File: config.mk
export PLATFORM = sky130hd
export DESIGN_NAME = motor_pwm_soft_ramp_flat
export DESIGN_NICKNAME = d
export VERILOG_FILES = /design/src/rtl/mpsr_pkg.sv /design/src/rtl/mpsr_if.sv /design/src/rtl/motor_pwm_soft_ramp.sv /design/src/flat_wrapper.sv
export SDC_FILE = /design/constraint.sdc
export NUM_CORES = 1
export LEC_CHECK = 0
export BUFFER_PORTS_ARGS = -buffer_cell sky130_fd_sc_hd__buf_2
export CORE_ASPECT_RATIO = 0.5
export CORE_MARGIN = 2
export CORE_UTILIZATION = 34
export CTS_BUF_LIST = sky130_fd_sc_hd__clkbuf_16
export DETAILED_ROUTE_END_ITERATION = 16
export PLACE_DENSITY_LB_ADDON = 0.15
export SYNTH_ARGS = -nofsm -noshare
export SYNTH_HDL_FRONTEND = slang
export SYNTH_SLANG_ARGS = --single-unit
export TNS_END_PERCENT = 50
File: constraint.sdc
create_clock -name clk_i -period 15.3 [get_ports clk_i]
set_clock_uncertainty 0.1 [all_clocks]
set_input_delay 0.765 -clock clk_i [delete_from_list [all_inputs] [get_ports clk_i]]
set_output_delay 0.765 -clock clk_i [all_outputs]
set_load 0.01 [all_outputs]
File: src/rtl/mpsr_pkg.sv
// ----------------------------------------------------------------------------
// Motor PWM soft ramp: shared definitions
// Request codes, register indexes, phase encoding and reset values.
// ----------------------------------------------------------------------------
package mpsr_pkg;

  typedef enum logic [2:0] {
    REQ_TICK       = 3'd0,
    REQ_SLOW_START = 3'd1,
    REQ_SLOW_STOP  = 3'd2,
    REQ_IMM_STOP   = 3'd3,
    REQ_SET_CEIL   = 3'd4
  } req_e;

  typedef enum logic [2:0] {
    CFG_MOTOR_KIND    = 3'd0,
    CFG_FULL_DUTY     = 3'd1,
    CFG_START_DUTY    = 3'd2,
    CFG_RISE_STEP     = 3'd3,
    CFG_FALL_STEP     = 3'd4,
    CFG_RAMP_INTERVAL = 3'd5
  } cfg_idx_e;

  typedef enum logic [4:0] {
    PH_WAIT      = 5'b00001,
    PH_RAMP_UP   = 5'b00010,
    PH_RAMP_DOWN = 5'b00100,
    PH_SETTLE    = 5'b01000,
    PH_DONE      = 5'b10000
  } phase_e;

  localparam logic [2:0] PH_CODE_WAIT      = 3'd0;
  localparam logic [2:0] PH_CODE_RAMP_UP   = 3'd1;
  localparam logic [2:0] PH_CODE_RAMP_DOWN = 3'd2;
  localparam logic [2:0] PH_CODE_SETTLE    = 3'd3;
  localparam logic [2:0] PH_CODE_DONE      = 3'd4;

  localparam logic [15:0] SETTLE_TICKS = 16'd10;

  localparam logic        RST_MOTOR_KIND    = 1'b0;
  localparam logic [7:0]  RST_FULL_DUTY     = 8'd100;
  localparam logic [7:0]  RST_START_DUTY    = 8'd30;
  localparam logic [7:0]  RST_RISE_STEP     = 8'd2;
  localparam logic [7:0]  RST_FALL_STEP     = 8'd6;
  localparam logic [15:0] RST_RAMP_INTERVAL = 16'd10;

  function automatic logic [2:0] phase_code(phase_e ph);
    logic [2:0] code;
    case (ph)
      PH_WAIT:      code = PH_CODE_WAIT;
      PH_RAMP_UP:   code = PH_CODE_RAMP_UP;
      PH_RAMP_DOWN: code = PH_CODE_RAMP_DOWN;
      PH_SETTLE:    code = PH_CODE_SETTLE;
      PH_DONE:      code = PH_CODE_DONE;
      default:      code = PH_CODE_WAIT;
    endcase
    return code;
  endfunction

endpackage

File: src/rtl/mpsr_if.sv
// ----------------------------------------------------------------------------
// Motor PWM soft ramp: channel interfaces
// Request, result and register write channels with valid/ready handshake.
// ----------------------------------------------------------------------------
interface mpsr_req_if;
  logic       valid;
  logic       ready;
  logic [2:0] req_type;
  logic       relay_active;
  logic       slow_mode;
  logic [7:0] ceiling_value;

  modport source (output valid, req_type, relay_active, slow_mode, ceiling_value,
                  input ready);
  modport sink   (input valid, req_type, relay_active, slow_mode, ceiling_value,
                  output ready);
endinterface

interface mpsr_res_if;
  logic       valid;
  logic       ready;
  logic [7:0] duty;
  logic [2:0] phase;
  logic       stop_request;

  modport source (output valid, duty, phase, stop_request, input ready);
  modport sink   (input valid, duty, phase, stop_request, output ready);
endinterface

interface mpsr_cfg_if;
  logic        valid;
  logic        ready;
  logic [2:0]  index;
  logic [15:0] data;

  modport source (output valid, index, data, input ready);
  modport sink   (input valid, index, data, output ready);
endinterface

File: src/rtl/motor_pwm_soft_ramp.sv
// ----------------------------------------------------------------------------
// Motor PWM soft ramp
// Per-motor PWM duty sequencer with soft start and soft stop.
//
// Usage:
//   req_i carries one item per handshake: a tick or a command, with the
//   relay-active and slow-mode flags and a ceiling value for set ceiling.
//   res_o returns exactly one item per request: duty, phase and the stop
//   request raised by the done phase.
//   cfg_i writes the six ramp registers by index and is always ready; the user
//   must write it only while no request is in flight, which is not enforced.
//   The result is registered and appears in the cycle after the request is
//   taken. One item is taken every cycle unless the receiver stalls: the
//   phase update is a short compare-and-add chain ahead of the result
//   register, and a new request is taken while it empties in the same cycle.
//   When the receiver stalls, the result register holds and req_i.ready
//   drops until the result is taken.
//   Reset clears the phase, tick count and duty, loads the registers with
//   their default values and sets the ceiling to the default full duty.
// ----------------------------------------------------------------------------
module motor_pwm_soft_ramp (
  input  logic         clk_i,
  input  logic         rst_ni,
  mpsr_req_if.sink     req_i,
  mpsr_res_if.source   res_o,
  mpsr_cfg_if.sink     cfg_i
);
  import mpsr_pkg::*;

  logic        motor_kind_q;
  logic [7:0]  full_duty_q;
  logic [7:0]  start_duty_q;
  logic [7:0]  rise_step_q;
  logic [7:0]  fall_step_q;
  logic [15:0] ramp_interval_q;

  phase_e      phase_q, phase_d;
  logic [15:0] tick_q, tick_d;
  logic [7:0]  duty_q, duty_d;
  logic [7:0]  ceil_q, ceil_d;
  logic        stop_d;

  logic        res_valid_q, res_valid_d;
  logic [7:0]  res_duty_q;
  logic [2:0]  res_phase_q;
  logic        res_stop_q;

  logic        req_accept;
  logic        cfg_accept;
  logic [8:0]  rise_sum;

  function automatic logic [15:0] sat_inc(logic [15:0] v);
    return (v == 16'hFFFF) ? v : v + 16'd1;
  endfunction

  assign req_i.ready = !res_valid_q || res_o.ready;
  assign req_accept  = req_i.valid && req_i.ready;
  assign cfg_i.ready = 1'b1;
  assign cfg_accept  = cfg_i.valid && cfg_i.ready;

  always_comb begin
    phase_d  = phase_q;
    tick_d   = tick_q;
    duty_d   = duty_q;
    ceil_d   = ceil_q;
    stop_d   = 1'b0;
    rise_sum = 9'd0;
    case (req_e'(req_i.req_type))
      REQ_TICK: begin
        if (!req_i.relay_active) begin
          phase_d = PH_WAIT;
          tick_d  = 16'd0;
          duty_d  = 8'd0;
        end else begin
          if (phase_d == PH_WAIT) begin
            tick_d = sat_inc(tick_d);
            if (tick_d >= SETTLE_TICKS) begin
              phase_d = PH_RAMP_UP;
              tick_d  = 16'd0;
              duty_d  = motor_kind_q ? start_duty_q : ceil_q;
            end else begin
              duty_d = 8'd0;
            end
          end
          if (phase_d == PH_RAMP_UP) begin
            ceil_d = req_i.slow_mode ? (full_duty_q >> 1) : full_duty_q;
            if (!motor_kind_q && !req_i.slow_mode) begin
              duty_d = ceil_d;
            end else begin
              tick_d = sat_inc(tick_d);
              if (tick_d >= ramp_interval_q) begin
                rise_sum = {1'b0, duty_d} + {1'b0, rise_step_q};
                tick_d   = 16'd0;
                duty_d   = (rise_sum >= {1'b0, ceil_d}) ? ceil_d : rise_sum[7:0];
              end
            end
          end
          if (phase_d == PH_RAMP_DOWN) begin
            tick_d = sat_inc(tick_d);
            if (tick_d >= ramp_interval_q) begin
              tick_d = 16'd0;
              if (duty_d >= start_duty_q) begin
                duty_d = (duty_d > fall_step_q) ? duty_d - fall_step_q : 8'd0;
              end else begin
                duty_d  = 8'd0;
                phase_d = PH_SETTLE;
              end
            end
          end
          if (phase_d == PH_SETTLE) begin
            duty_d = 8'd0;
            tick_d = sat_inc(tick_d);
            if (tick_d >= SETTLE_TICKS) begin
              phase_d = PH_DONE;
              tick_d  = 16'd0;
            end
          end
          if (phase_d == PH_DONE) begin
            duty_d = 8'd0;
            stop_d = 1'b1;
          end
        end
      end
      REQ_SLOW_START: begin
        if (!req_i.relay_active) begin
          phase_d = PH_WAIT;
          tick_d  = 16'd0;
        end
      end
      REQ_SLOW_STOP: begin
        if (req_i.relay_active && (phase_q == PH_WAIT || phase_q == PH_RAMP_UP)) begin
          phase_d = PH_RAMP_DOWN;
          tick_d  = 16'd0;
        end
      end
      REQ_IMM_STOP: begin
        if (!req_i.relay_active) begin
          phase_d = PH_DONE;
        end else if (phase_q == PH_WAIT || phase_q == PH_RAMP_UP ||
                     phase_q == PH_RAMP_DOWN) begin
          phase_d = PH_SETTLE;
          tick_d  = 16'd0;
        end
      end
      REQ_SET_CEIL: begin
        ceil_d = req_i.ceiling_value;
      end
      default: begin
      end
    endcase
  end

  always_comb begin
    if (req_accept) begin
      res_valid_d = 1'b1;
    end else if (res_o.ready) begin
      res_valid_d = 1'b0;
    end else begin
      res_valid_d = res_valid_q;
    end
  end

  always_ff @(posedge clk_i or negedge rst_ni) begin
    if (!rst_ni) begin
      motor_kind_q    <= RST_MOTOR_KIND;
      full_duty_q     <= RST_FULL_DUTY;
      start_duty_q    <= RST_START_DUTY;
      rise_step_q     <= RST_RISE_STEP;
      fall_step_q     <= RST_FALL_STEP;
      ramp_interval_q <= RST_RAMP_INTERVAL;
    end else if (cfg_accept) begin
      case (cfg_idx_e'(cfg_i.index))
        CFG_MOTOR_KIND:    motor_kind_q    <= cfg_i.data[0];
        CFG_FULL_DUTY:     full_duty_q     <= cfg_i.data[7:0];
        CFG_START_DUTY:    start_duty_q    <= cfg_i.data[7:0];
        CFG_RISE_STEP:     rise_step_q     <= cfg_i.data[7:0];
        CFG_FALL_STEP:     fall_step_q     <= cfg_i.data[7:0];
        CFG_RAMP_INTERVAL: ramp_interval_q <= cfg_i.data;
        default: begin
        end
      endcase
    end
  end

  always_ff @(posedge clk_i or negedge rst_ni) begin
    if (!rst_ni) begin
      phase_q     <= PH_WAIT;
      tick_q      <= 16'd0;
      duty_q      <= 8'd0;
      ceil_q      <= RST_FULL_DUTY;
      res_valid_q <= 1'b0;
    end else begin
      res_valid_q <= res_valid_d;
      if (req_accept) begin
        phase_q <= phase_d;
        tick_q  <= tick_d;
        duty_q  <= duty_d;
        ceil_q  <= ceil_d;
      end
    end
  end

  always_ff @(posedge clk_i) begin
    if (req_accept) begin
      res_duty_q  <= duty_d;
      res_phase_q <= phase_code(phase_d);
      res_stop_q  <= stop_d;
    end
  end

  assign res_o.valid        = res_valid_q;
  assign res_o.duty         = res_duty_q;
  assign res_o.phase        = res_phase_q;
  assign res_o.stop_request = res_stop_q;

  a_stop_in_done: assert property (@(posedge clk_i) disable iff (!rst_ni)
    res_o.valid && res_o.stop_request |-> res_o.phase == PH_CODE_DONE)
    else $error("stop request outside done phase");

  a_stop_zero_duty: assert property (@(posedge clk_i) disable iff (!rst_ni)
    res_o.valid && res_o.stop_request |-> res_o.duty == 8'd0)
    else $error("stop request with non-zero duty");

  a_accept_gives_result: assert property (@(posedge clk_i) disable iff (!rst_ni)
    req_accept |=> res_o.valid)
    else $error("accepted item produced no result");

  a_empty_takes_item: assert property (@(posedge clk_i) disable iff (!rst_ni)
    !res_o.valid |-> req_i.ready)
    else $error("request stalled with empty result register");

  a_count_bounded: assert property (@(posedge clk_i) disable iff (!rst_ni)
    (phase_q == PH_WAIT || phase_q == PH_SETTLE) |-> tick_q < SETTLE_TICKS)
    else $error("tick count past settle limit");

endmodule

File: src/flat_wrapper.sv
// flat-port wrapper written by rule: the top's interface ports become plain ports
module motor_pwm_soft_ramp_flat import mpsr_pkg::*;
  (clk_i, rst_ni, req_i_valid, req_i_req_type, req_i_relay_active, req_i_slow_mode, req_i_ceiling_value, req_i_ready, res_o_valid, res_o_duty, res_o_phase, res_o_stop_request, res_o_ready, cfg_i_valid, cfg_i_index, cfg_i_data, cfg_i_ready);
  mpsr_req_if req_i_i ();
  mpsr_res_if res_o_i ();
  mpsr_cfg_if cfg_i_i ();
  input  logic clk_i;
  input  logic rst_ni;
  input wire logic [$bits(req_i_i.valid)-1:0] req_i_valid;
  input wire logic [$bits(req_i_i.req_type)-1:0] req_i_req_type;
  input wire logic [$bits(req_i_i.relay_active)-1:0] req_i_relay_active;
  input wire logic [$bits(req_i_i.slow_mode)-1:0] req_i_slow_mode;
  input wire logic [$bits(req_i_i.ceiling_value)-1:0] req_i_ceiling_value;
  output wire logic [$bits(req_i_i.ready)-1:0] req_i_ready;
  output wire logic [$bits(res_o_i.valid)-1:0] res_o_valid;
  output wire logic [$bits(res_o_i.duty)-1:0] res_o_duty;
  output wire logic [$bits(res_o_i.phase)-1:0] res_o_phase;
  output wire logic [$bits(res_o_i.stop_request)-1:0] res_o_stop_request;
  input wire logic [$bits(res_o_i.ready)-1:0] res_o_ready;
  input wire logic [$bits(cfg_i_i.valid)-1:0] cfg_i_valid;
  input wire logic [$bits(cfg_i_i.index)-1:0] cfg_i_index;
  input wire logic [$bits(cfg_i_i.data)-1:0] cfg_i_data;
  output wire logic [$bits(cfg_i_i.ready)-1:0] cfg_i_ready;
  assign req_i_i.valid = req_i_valid;
  assign req_i_i.req_type = req_i_req_type;
  assign req_i_i.relay_active = req_i_relay_active;
  assign req_i_i.slow_mode = req_i_slow_mode;
  assign req_i_i.ceiling_value = req_i_ceiling_value;
  assign req_i_ready = req_i_i.ready;
  assign res_o_valid = res_o_i.valid;
  assign res_o_duty = res_o_i.duty;
  assign res_o_phase = res_o_i.phase;
  assign res_o_stop_request = res_o_i.stop_request;
  assign res_o_i.ready = res_o_ready;
  assign cfg_i_i.valid = cfg_i_valid;
  assign cfg_i_i.index = cfg_i_index;
  assign cfg_i_i.data = cfg_i_data;
  assign cfg_i_ready = cfg_i_i.ready;
  motor_pwm_soft_ramp u_core (.clk_i(clk_i), .rst_ni(rst_ni), .req_i(req_i_i), .res_o(res_o_i), .cfg_i(cfg_i_i));
endmodule
## Yosys cells after proc, flatten, opt, wreduce, memory -nomap -nowiden

Cells that the tools add are included.

| word-level totals | value |
|---|---|
| flip-flop bits (word level) | 99 |
| word-level logic and storage cells | 151 |
| input port bits | 37 |
| output and inout port bits | 15 |

| operators by class | value |
|---|---|
| $lt $le $gt $ge | 7 |
| add/subtract/negate cells | 6 |
| eq/ne operators | 30 |
| mux-type cells | 71 |
| reduce and logical (&&, ||, !) cells | 23 |

Operators by type and width:

| operator | count |
|---|---|
| 2-to-1 mux 16 bit | 24 |
| 2-to-1 mux 8 bit | 22 |
| 2-to-1 mux 5 bit | 18 |
| adder 16 x 1 -> 16 bit, second input constant | 4 |
| == test 16 bit, second input constant | 4 |
| one-hot mux 16 bit (4 select lines) | 1 |
| greater-or-equal comparator 16 bit | 2 |
| greater-or-equal comparator 16 x 4 -> 1 bit, second input constant | 2 |
| one-hot mux 5 bit (4 select lines) | 1 |
| one-hot mux 8 bit (2 select lines) | 1 |
| == test 5 x 2 -> 1 bit, second input constant | 3 |
| == test 5 x 3 -> 1 bit, second input constant | 3 |
| AND reduction 2 bit | 7 |
| == test 3 x 2 -> 1 bit, second input constant | 4 |
| one-hot mux 3 bit (4 select lines) | 1 |
| == test 5 x 4 -> 1 bit, second input constant | 2 |
| == test 5 bit, second input constant | 2 |
| adder 8 x 8 -> 9 bit | 1 |
| == test 3 bit, second input constant | 3 |
| greater-or-equal comparator 9 x 8 -> 1 bit | 1 |
| greater-or-equal comparator 8 bit | 1 |
| greater-than comparator 8 bit | 1 |
| subtractor 8 bit | 1 |
| == test 3 x 1 -> 1 bit, second input constant | 2 |
| other kinds (12) | 26 |

## Longest topological paths before layout

Gate-level depths: netlist of run 1.

| logic depth | value |
|---|---|
| word-level depth | 33 |
| mapped depth | 59 |
| depth with buffers taken out | 55 |

## Least setup slack after synthesis of run 1

Ideal clock, no wire load.

| path | value |
|---|---|
| path kind | flip-flop to flip-flop |
| start point | register u_core.tick_q[0] |
| end point | register u_core.res_phase_q[2], in the netlist u_core.res_o.phase[2] (data pin) |
| slack | 3.582 ns |
| data required time | 14.926 ns |
| buffers on the path | 3 |
| cell stages (with the launch flop) | 56 |
| arrival | 11.344 ns |
| library setup time | 0.274 ns |
| clock period less this slack | 11.718 ns |
| path through | dfrtp_1 -> buf_2 -> nand4_1 -> nor4_1 -> mux2_2 -> nor4_2 -> nand3_1 -> o21a_1 -> inv_1 -> ha_1 -> nand3_1 -> nor4_1 -> a21oi_1 -> o211a_1 -> xor2_1 -> inv_1 -> ha_1 -> nand4_1 -> (+20 left out) -> a31oi_1 -> o21a_1 -> nand2_1 -> nor2_1 -> nor2_1 -> nor2_1 -> ha_1 -> and3_1 -> a211oi_1 -> a211oi_2 -> nand2_1 -> nor3_1 -> a32oi_1 -> a311o_1 -> or4b_1 -> buf_2 -> a32o_1 -> nor4b_1 |

| between the ends | value |
|---|---|
| word-level cells in the longest chain between the ends | 33 |
| elaborated cells between the ends (all ways) | 65 |
| those cells by class | 5 x add/sub; 6 x order compare; 11 x eq/ne; 43 x mux |

Ends and longest elaborated chain:

| item | line | RTL |
|---|---|---|
| from (decl) | motor_pwm_soft_ramp.sv:38 | `logic [15:0] tick_q, tick_d;` |
| from (signal assigned) | motor_pwm_soft_ramp.sv:196 | `tick_q <= tick_d;` |
| adder 16 x 1 -> 16 bit / == test 16 bit (equally long branches) | motor_pwm_soft_ramp.sv:53 | `return (v == 16'hFFFF) ? v : v + 16'd1;` |
| 2-to-1 mux 16 bit | motor_pwm_soft_ramp.sv:53 |  |
| greater-or-equal comparator 16 x 4 -> 1 bit | motor_pwm_soft_ramp.sv:77 | `if (tick_d >= SETTLE_TICKS) begin` |
| 2-to-1 mux 16 bit | motor_pwm_soft_ramp.sv:77 |  |
| 2-to-1 mux 16 bit | motor_pwm_soft_ramp.sv:75 | `if (phase_d == PH_WAIT) begin` |
| 2-to-1 mux 16 bit | motor_pwm_soft_ramp.sv:70 | `if (!req_i.relay_active) begin` |
| 2-to-1 mux 16 bit | motor_pwm_soft_ramp.sv:68 | `case (req_e'(req_i.req_type))` |
| adder 16 x 1 -> 16 bit / == test 16 bit (equally long branches) | motor_pwm_soft_ramp.sv:53 |  |
| (+17 left out) | - |  |
| 2-to-1 mux 5 bit | motor_pwm_soft_ramp.sv:113 | `if (tick_d >= SETTLE_TICKS) begin` |
| 2-to-1 mux 5 bit (*) | motor_pwm_soft_ramp.sv:110 | `if (phase_d == PH_SETTLE) begin` |
| 2-to-1 mux 5 bit (*) | motor_pwm_soft_ramp.sv:70 |  |
| 2-to-1 mux 5 bit (*) | motor_pwm_soft_ramp.sv:68 |  |
| 2-to-1 mux 5 bit (*) | motor_pwm_soft_ramp.sv:70 |  |
| one-hot mux 5 bit (4 select lines) (*) | motor_pwm_soft_ramp.sv:68 |  |
| == test 5 bit, or another cell as far along | mpsr_pkg.sv:49 | `case (ph)` |
| one-hot mux 3 bit (4 select lines) (*) | mpsr_pkg.sv:49 |  |
| to (signal assigned) | motor_pwm_soft_ramp.sv:206 | `res_phase_q <= phase_code(phase_d);` |
| to (decl) | motor_pwm_soft_ramp.sv:45 | `logic [2:0] res_phase_q;` |

Every way passes the cells marked *; elsewhere a longest branch is shown, timed or not. The select of a mux whose other input is x is not followed.
A chain may end at the register's enable or synchronous reset.

## Final worst setup path of run 1

| path | value |
|---|---|
| start point | register u_core.tick_q[2] |
| end point | register u_core.res_phase_q[2], in the netlist u_core.res_o.phase[2] (data pin) |

Same word-level chain as after synthesis.

==> flow_summary.ini, run 1 <==
[worst_setup_path]
critical_path_class = flip-flop to flip-flop
cpMaxStageDelayCell = or4_1
cp_slowest_stage_delay_ns = 0.65
cp-startpoint = u_core.tick_q[2]
arrival_ns = 14.27
r2r_start = u_core.tick_q[2]
worst_setup_path_end_kind = flip-flop
cp-start-kind = flip-flop
critPathMostFrequentCell = ha_1
worstPathRequired_ns = 15.39
cp_max_fo = 16

[grt]
grt_pass1_vias = 8704
grt_max_degree = 59
antenna_found_initial = 0
grt_pass1_wl_um = 51700
track_usage_pct = 22.6
grt_overflow = 0

[synthesis]
syn_inst = 1167
synth-main-ff-cell = dfrtp_1
syn-cell-area_mm2 = 0.00974
synth_top_area_share_pct = 18.2
ys_async_sr_fraction_pct = 87.9
yosysWarnings = 0
yosys.cell_count.top_type = nand2_1
synth_seq_cells = 99
synth.distinct_cells = 102
syn_nets = 1274
synth_edf_count = 12
synth.avg_cell_area_um2 = 8.35
synth_commonest_cells = nand2_1 (118), o21ai_0 (98), nor2_1 (78)
yosysTopAreaCell = dfrtp_1
synthTopCellsByArea = dfrtp_1 (18%), ha_1 (8.7%), mux2_2 (6.6%), o21ai_0 (5.0%), nand2_1 (4.5%)
ys_seq_area_share_pct = 26.3

[floorplanning]
io_pins = 52
rows = 43
coreArea_mm2 = 0.0279
die_h_um = 124
dieArea_mm2 = 0.0301
die_w_um = 243
start_util_pct = 34.9

[layout]
fin_util_pct = 38.3
finalNonFillerCells = 1581
fin_area_mm2 = 0.0107
fin_nets = 1301
diodes = 0
drive_gt1_share_pct = 16.6
syn_to_final_growth_pct = 9.80

[routing]
drc = 0
wire_per_inst_um = 21.3
first_pass_iters = 5
ant_nets = 0
drt_iter0_drc = 892
vias_per_cell = 5.84
num_vias = 9232
detail_route.wirelength_um = 33700

[sta]
rsz0062_at_grt = false
worst_slack_ns = 1.12
max_freq_mhz = 70.5
hold_viol_final = 0
post-route-period-util_pct = 92.7
drv_slew = 0
fin_crit_ns = 14.18
tns_ns = 0
slew_headroom_pct = 24.5
tightest_slew_ns = 1.12
finalSetupViolations = 0

[cts]
clk_latency_ns = 0.38
cts_tree = done
cts_buffers = 9
cts_setup_buffers = 0
clock_sinks = 99
postCtsHoldBufs = 0
post_cts_resized = 0
cts_buffer_depth = 2
htree_levels = 3
cts-root-buf = clkbuf_16
path_clk_slew_ns = 0.08

[power]
powerDensity_mw_per_mm2 = 82.6
p_leak_uw = 0.00451
ir_drop_mv = 0.0528

[placement]
gp_congestion = 0.955
io_buffer_count = 50
dp_cells = 1565
dp_hpwl_um = 26800
dp_slack_ns = 1.48
placed_cell_area_mm2 = 0.0104

[run]
cap_violations = 0

[status]
status = finished clean

[min_path]
min_path_type = primary input to async pin
metal layers:
metal | vias to the layer above | wire length (um) | GRT usage (%)
met1 | 4469 | 16200 | 31.8
met2 | 334 | 14900 | 36.2
li1 | 4387 | - | -
met5 | - | 0 | 0
met3 | 42 | 1860 | 3.00
met4 | 0 | 709 | 6.48
kinds of logic (layout without fill, tap and decap cells):
kind of cell	after synthesis	after routing	synth area share, %
compound gates	338	338	23.5
xor+xnor	44	44	3.96
fa+ha+maj	70	70	9.15
buf+inv	121	153	5.15
flops	99	99	26.3
mux	87	87	9.80
other cells	1	1	0.0385
simple gates	407	407	22.1
power breakdown:
group,switching [uW],total (uW),internal (uW)
registers,34.3,350,316
logic,161,278,117
clock network,117,255,138
critical path, delay by kind of cell, from the launching register on:
kind / cells / cell delay [ns]
DFF: 1 / 0.63
xor gates and xnor gates: 2 / 0.47
buffers and inverters: 2 / 0.23
and+or+nand+nor: 20 / 5.80
muxes: 2 / 0.64
adders and majority gates: 5 / 1.35
AOI/OAI and AO/OA: 20 / 4.75
registers in the layout, summed over array words and instances, names as in the netlist, 3 cells and up:
signal                  flops
u_core.duty_q               8
u_core.tick_q              16
u_core.ceil_q               8
u_core.ramp_interval_q     16
u_core.phase_q              5
u_core.rise_step_q          8
u_core.res_o.duty           8
u_core.res_o.phase          3
u_core.full_duty_q          8
u_core.fall_step_q          8
u_core.start_duty_q         8
cell usage in the layout, fill, tap and decap left out, types with 10 or more instances in the layout:
master,instances
a21o_1,19
a21oi_1,56
a22o_1,11
a22oi_1,23
a31oi_1,25
and2_1,10
and3_1,13
buf_2,49
buf_4,18
clkbuf_16,10
dfrtp_1,71
dfstp_2,16
edfxtp_1,12
ha_1,68
inv_1,70
mux2_2,57
mux2i_1,29
nand2_1,118
nand2b_1,22
nand3_1,30
nand4_1,18
nor2_1,78
nor2b_1,18
nor3_1,29
nor4_1,12
o21ai_0,98
xnor2_1,31
xor2_1,13
layout make-up:
class	instances	area, um^2
fillers	2852	17200
multi-input cells	947	6700
flip-flops and latches	99	2560
well taps	382	478
repair buffers	67	380
inverters	70	263
clock buffers	10	250
clock inverters	6	67.6
metrics by stage:
step                      hold WS (ns)  power [uW]
after detailed placement         0.396         631
after floorplan                  0.369         543
final                            0.209         884
after global routing             0.235         942
after CTS                        0.220         889
after global placement           0.390         625
worst paths after layout:
check	slack [ns]	cells past startpoint	end
max	1.12	51	u_core.res_o.phase[2]
min reg2reg	0.41	1	u_core.ramp_interval_q[9]
min in group clk_i	0.41	1	u_core.ramp_interval_q[9]
max in group asynchronous	13.73	2	u_core.tick_q[15]
min	0.21	1	u_core.full_duty_q[4]
max reg2reg	1.12	51	u_core.res_o.phase[2]
(Power assumes the default switching activity.)
==> run 2: changes to the inputs <==
--- a/config.mk
+++ b/config.mk
@@ -6,7 +6,6 @@
 export NUM_CORES = 1
 export LEC_CHECK = 0
 export BUFFER_PORTS_ARGS = -buffer_cell sky130_fd_sc_hd__buf_2
-export CORE_ASPECT_RATIO = 0.5
 export CORE_MARGIN = 2
 export CORE_UTILIZATION = 34
 export CTS_BUF_LIST = sky130_fd_sc_hd__clkbuf_16
==> flow_summary.ini, run 2 (same netlist as run 1, synthesis figures left out) <==
[layout]
fin_nets = 1303
final_common_cell = nand2_1
syn_to_final_growth_pct = 9.84
drive_gt1_share_pct = 16.9
diodes = 0
most-common-layout-cells = nand2_1 (118), o21ai_0 (98), nor2_1 (78)
top_regs = u_core.ramp_interval_q (16), u_core.tick_q (16)
finalNonFillerCells = 1579

[floorplanning]
die_h_um = 173
start_util_pct = 34.8
dieArea_mm2 = 0.0300
coreArea_mm2 = 0.0280
die_w_um = 173
io_pins = 52
rows = 61

[routing]
num_vias = 9084
wire_per_inst_um = 20.4
ant_nets = 0
drc = 0
drt_iter0_drc = 735
first_pass_iters = 5
detail_route.wirelength_um = 32300
vias_per_cell = 5.75

[cts]
path_clk_slew_ns = 0.07
clk_latency_ns = 0.36
cts-root-buf = clkbuf_16
cts_buffer_depth = 2
cts_tree = done
htree_levels = 3
cts_buffers = 9
clock_sinks = 99

[grt]
grt_pass1_vias = 8906
grt_max_degree = 67
grt_pass1_wl_um = 50400
grt_overflow = 0
track_usage_pct = 21.3
antenna_found_initial = 1

[power]
powerDensity_mw_per_mm2 = 81.2
ir_drop_mv = 0.0535
p_leak_uw = 0.00452
power_uw = 869

[placement]
gp_congestion = 0.960
dp_cells = 1560
dp_slack_ns = 1.29
dp_hpwl_um = 25400
io_buffer_count = 50

[worst_setup_path]
critPathMostFrequentCell = ha_1
worstPathRequired_ns = 15.37
critical_path_class = flip-flop to flip-flop
cpMaxStageDelayCell = or4_1
worst_setup_path_end_kind = flip-flop
arrival_ns = 14.17
cp_max_fo = 16
cp_slowest_stage_delay_ns = 0.66
cp-start-kind = flip-flop

[sta]
hold_viol_final = 0
finalSetupViolations = 0
tightest_slew_ns = 1.24
slew_headroom_pct = 16.9
drv_slew = 0
worst_slack_ns = 1.20
max_freq_mhz = 70.9
fin_crit_ns = 14.10
post-route-period-util_pct = 92.1

[run]
cap_violations = 0

[min_path]
min_path_type = primary input to async pin

[status]
status = finished clean
-- run 2: cell types whose count changed in the layout (fill, tap and decap cells not counted), sizes merged --
cell / before / now
buf: 67 / 69
clkbuf: 10 / 9
inv: 74 / 75
-- run 2: worst paths after layout --
| kind | from | end | slack, ns | depth (start not counted) |
|---|---|---|---|---|
| max | u_core.tick_q[2] | u_core.res_o.phase[2] | 1.20 | 53 |
| min | rst_ni | u_core.res_o.valid | 0.19 | 1 |
| max reg2reg | u_core.tick_q[2] | u_core.res_o.phase[2] | 1.20 | 53 |
| min reg2reg | u_core.ramp_interval_q[14] | u_core.ramp_interval_q[14] | 0.41 | 1 |
| max in group asynchronous | rst_ni | u_core.ramp_interval_q[7] | 13.69 | 2 |
| min in group clk_i | u_core.ramp_interval_q[14] | u_core.ramp_interval_q[14] | 0.41 | 1 |
-- run 2: layer usage --
metal / routed length, um / share of wire, % / global-route usage (%) / vias up
met4: 1020 / 3.2 / 7.87 / 0
met5: 0 / 0 / 0 / -
met1: 14500 / 45 / 28.0 / 4332
li1: - / - / - / 4383
met3: 1500 / 4.6 / 2.46 / 70
met2: 15300 / 47 / 35.8 / 299
-- run 2: power by group --
part / internal [uW] / total (uW) / switching (uW)
clock network: 131 / 248 / 117
registers: 316 / 349 / 33.1
logic: 118 / 272 / 154
total: 564 / 869 / 305
-- run 2: area by class of cell --
class,instances,area (um^2)
multi-input combinational,947,6700
clock buffer,9,225
clock inverter,7,81.3
sequential,99,2560
fill,2891,17300
inverter,70,263
timing repair buffer,69,395
tap,378,473
-- run 2: through the flow --
step | hold WS (ns) | setup TNS, ns | utilization, % | instance area [um^2]
finish | 0.191 | 0 | 38.2 | 10700
global route | 0.213 | -0.00796 | 38.2 | 10700
CTS | 0.192 | 0 | 38.1 | 10700
detailed placement | 0.396 | 0 | 37.0 | 10400
global placement | 0.391 | 0 | 37.0 | 10400
floorplan | 0.369 | 0 | - | 9740
-- run 2: repair_timing --
item                       CTS  global route
gates resized for setup      0             0
buffers inserted             0             3
hold buffers                 0             0
setup endpoints to repair    0             4
-- run 2: critical path: cells and delay by family, from the launching register on --
family                     cells  cell delay [ns]
xor gates and xnor gates       2             0.45
muxes                          2             0.61
DFF                            1             0.62
buffers and inverters          4             0.66
AOI/OAI and AO/OA             20             4.35
and+or+nand+nor               20             5.78
adders and majority gates      5             1.33
